`config.mk`:
```
export PLATFORM = sky130hd
export DESIGN_NAME = oggd_disc_unit
export DESIGN_NICKNAME = d
export VERILOG_FILES = /design/src/design/oggd_disc_unit.sv
export SDC_FILE = /design/constraint.sdc
export NUM_CORES = 1
export LEC_CHECK = 0
export BUFFER_PORTS_ARGS = -buffer_cell sky130_fd_sc_hd__buf_4
export CORE_ASPECT_RATIO = 2
export CORE_MARGIN = 4
export CORE_UTILIZATION = 45
export DETAILED_ROUTE_END_ITERATION = 8
export GPL_TIMING_DRIVEN = 0
export SETUP_SLACK_MARGIN = 0.5
export SYNTH_ARGS = -nofsm -noshare
export SYNTH_HDL_FRONTEND = slang
export SYNTH_SLANG_ARGS = --single-unit
```
`constraint.sdc`:
```
create_clock -name vclk -period 8.75
set_input_delay 1.3125 -clock vclk [all_inputs]
set_output_delay 1.3125 -clock vclk [all_outputs]
set_load 0.005 [all_outputs]
```
`src/design/oggd_disc_unit.sv`:
```
// Disc membership test: dx*dx + dy*dy <= r*r on small offsets.
module oggd_disc_unit #(
    parameter int R_W = 4
) (
    input  logic signed [R_W:0]   dx,
    input  logic signed [R_W:0]   dy,
    input  logic        [R_W-1:0] r,
    output logic                  in_disc
);

    logic [R_W-1:0]   adx;
    logic [R_W-1:0]   ady;
    logic [2*R_W-1:0] dx_sq;
    logic [2*R_W-1:0] dy_sq;
    logic [2*R_W-1:0] r_sq;
    logic [2*R_W:0]   dist_sq;

    // offsets never exceed r in magnitude, so |d| fits in R_W bits
    assign adx = dx[R_W] ? R_W'(-dx) : dx[R_W-1:0];
    assign ady = dy[R_W] ? R_W'(-dy) : dy[R_W-1:0];

    assign dx_sq   = (2*R_W)'(adx) * (2*R_W)'(adx);
    assign dy_sq   = (2*R_W)'(ady) * (2*R_W)'(ady);
    assign r_sq    = (2*R_W)'(r) * (2*R_W)'(r);
    assign dist_sq = (2*R_W+1)'(dx_sq) + (2*R_W+1)'(dy_sq);
    assign in_disc = (dist_sq <= (2*R_W+1)'(r_sq));

endmodule

```
==> run summary <==
final-report hold violation count: 0
share of layout cells above drive strength 1: 0.1205
Hold Crit Start: r[3]
Final period util: 0.8883
grt total ovfl: 0
n_diodes: 0
Final GP Congestion: 0.7786
Worst setup SP type: input port
Yosys top cell area share: 0.3052
Power Dens Cells: 204.2 mW/mm^2
TNS Setup: 0 ps
area of the multi-input gates: 0.001129 sq mm
Row Count: 26
DRT iter0 DRCs: 11
vias in the first global route: 1114
most frequent cells in the layout: ha_1 (30), inv_1 (27), buf_4 (15)
critical path class: input port to primary output
DRT antenna net count: 0
Worst path depth: 21
Total GRT Usage: 0.1661
final setup fails: 0
Die Ht: 81.94 microns
Die Area: 0.003684 sq mm
CP Capture Type: primary output
Worst Path Max Fanout: 6
max incr delay on CP: 560 ps
Rel. slew slack: 0.6322
Critical Path Start: dx[0]
# resized after CTS: 0
Leakage: 0.0007382 uW
die width: 44.97 microns
DR DRC count: 0
CP top delay family: adder cells
Req. time, crit path: 7440 ps
sequential fraction of the synthesis area: 0
number of sequential cells: 0
Layout Nets: 223
Starting Density: 0.4726
CLK BUF: 0
Core Area: 0.002603 sq mm
Syn. warnings: 0
PnR worst setup slack: 977.0 ps
Final Critical Period: 7773 ps
synth top area cells: ha_1 (31%), fa_1 (18%), inv_1 (8.2%)
cell count after synthesis: 151
Pre-Repair DR Iteration Count: 4
routed wire length: 2.668 mm
fillers: 290
vias: 1076
initial antenna violation count: 0
postcts setup bufs: 0
pin count of the biggest net entering global routing: 9
Post-Place Setup Slack: 976.2 ps
Syn Std Cell Area: 0.001230 sq mm
PortBufs: 15
critical path cell sequence: buf_4 > inv_1 > ha_1 > nand2b_1 > xnor2_1 > nand2_1 > fa_1 > fa_1 > fa_1 > inv_1 > fa_1 > ha_1 > fa_1 > a21o_1 > a21oi_1 > xnor2_1 > ha_1 > nand4b_1 > o22a_1 > a211oi_1 > buf_4
commonest non-fill, non-tap cell in the layout: ha_1
num ports: 15
area leader, netlist: ha_1
post-DP HPWL: 2.466 mm
Area Growth Syn to Fin: 12.00%
Worst-Margin Slew: 546.0 ps
hold_buf cts: 0
Peak VDD IR: 0.1258 mV
Max Slew Vio Count: 0
Buf/Inv on CP: 4
crit path DAT: 6460 ps
unrepaired setup endpoints after global routing: no
synthesized net count: 206
slowest CP cell: fa_1
status: complete, no violations
most used cell, CP: fa_1
hold crit path type: input port to primary output
Max-cap violations: 0
Worst setup endpoint: in_disc
achievable frequency: 0.1287 GHz
Wirelength per Cell: 13.75 microns
vias per cell: 5.546
register area: 0 sq um
post-synth cell types: 29
syn_area_per_cell: 8.145 sq um
first-pass GRT wire length: 4.726 mm
-- routing by layer --
layer	GRT usage	up-vias	routed length, microns
met5	0	-	0
li1	-	546	-
met1	0.1598	520	845
met2	0.3750	10	1758
met4	0	0	0
met3	0	0	64
-- synthesized netlist by cell type --
master and number:
ha_1 30, inv_1 27, fa_1 11, nand2_1 10, and2_1 9, nor2_1 9
xnor2_1 8, o21ai_0 7, a21oi_1 5, nand2b_1 5, o211ai_1 5, a21o_1 4
a211o_1 2, a211oi_1 2, nor2b_2 2, xor2_1 2, a21oi_2 1, a311o_1 1
a31o_2 1, a31oi_1 1, a32o_1 1, nand3_1 1, nand4_1 1, nand4b_1 1
nor2b_1 1, nor2b_4 1, o22a_1 1, o31ai_1 1, o41ai_1 1
-- logic make-up after synthesis --
kind of cell    after synthesis  share of synthesized area
compound gates               33                     0.1862
simple gates                 40                     0.1760
buf+inv                      27                    0.08240
xor+xnor                     10                    0.07122
fa+ha+maj                    41                     0.4842
-- layout make-up --
class,count,area share
multi-input combinational,124,0.8193
timing repair buffer,15,0.08174
inverter,27,0.07357
tap,28,0.02543
-- metrics by stage --
step | hold slack [ps] | area, sq um | power, uW | instances | utilization
5_1_grt | 3290 | 1378 | 324.6 | 194 | 0.5293
6_report | 3261 | 1378 | 281.3 | 194 | 0.5293
2_1_floorplan | 2979 | 1230 | 206.4 | 151 | -
3_3_place_gp | 3273 | 1378 | 276.4 | 194 | 0.5293
3_5_place_dp | 3264 | 1378 | 285.9 | 194 | 0.5293
4_1_cts | 3267 | 1378 | 289.3 | 194 | 0.5293
-- report_power, final --
part	leakage, uW	switching, uW	total (uW)	internal (uW)
Clock	0	0	0	0
Combinational	0.000738	148	281	133
Sequential	0	0	0	0
Total	0.000738	148	281	133
-- worst min path at each step --
stage	end	slack [ps]	cells after the start
2_1_floorplan	in_disc	2980	4
3_5_place_dp	in_disc	3260	6
6_report	in_disc	3260	6
3_3_place_gp	in_disc	3270	6
4_1_cts	in_disc	3270	6
5_1_grt	in_disc	3290	6
Note: power is estimated with default switching activity, not from simulation.
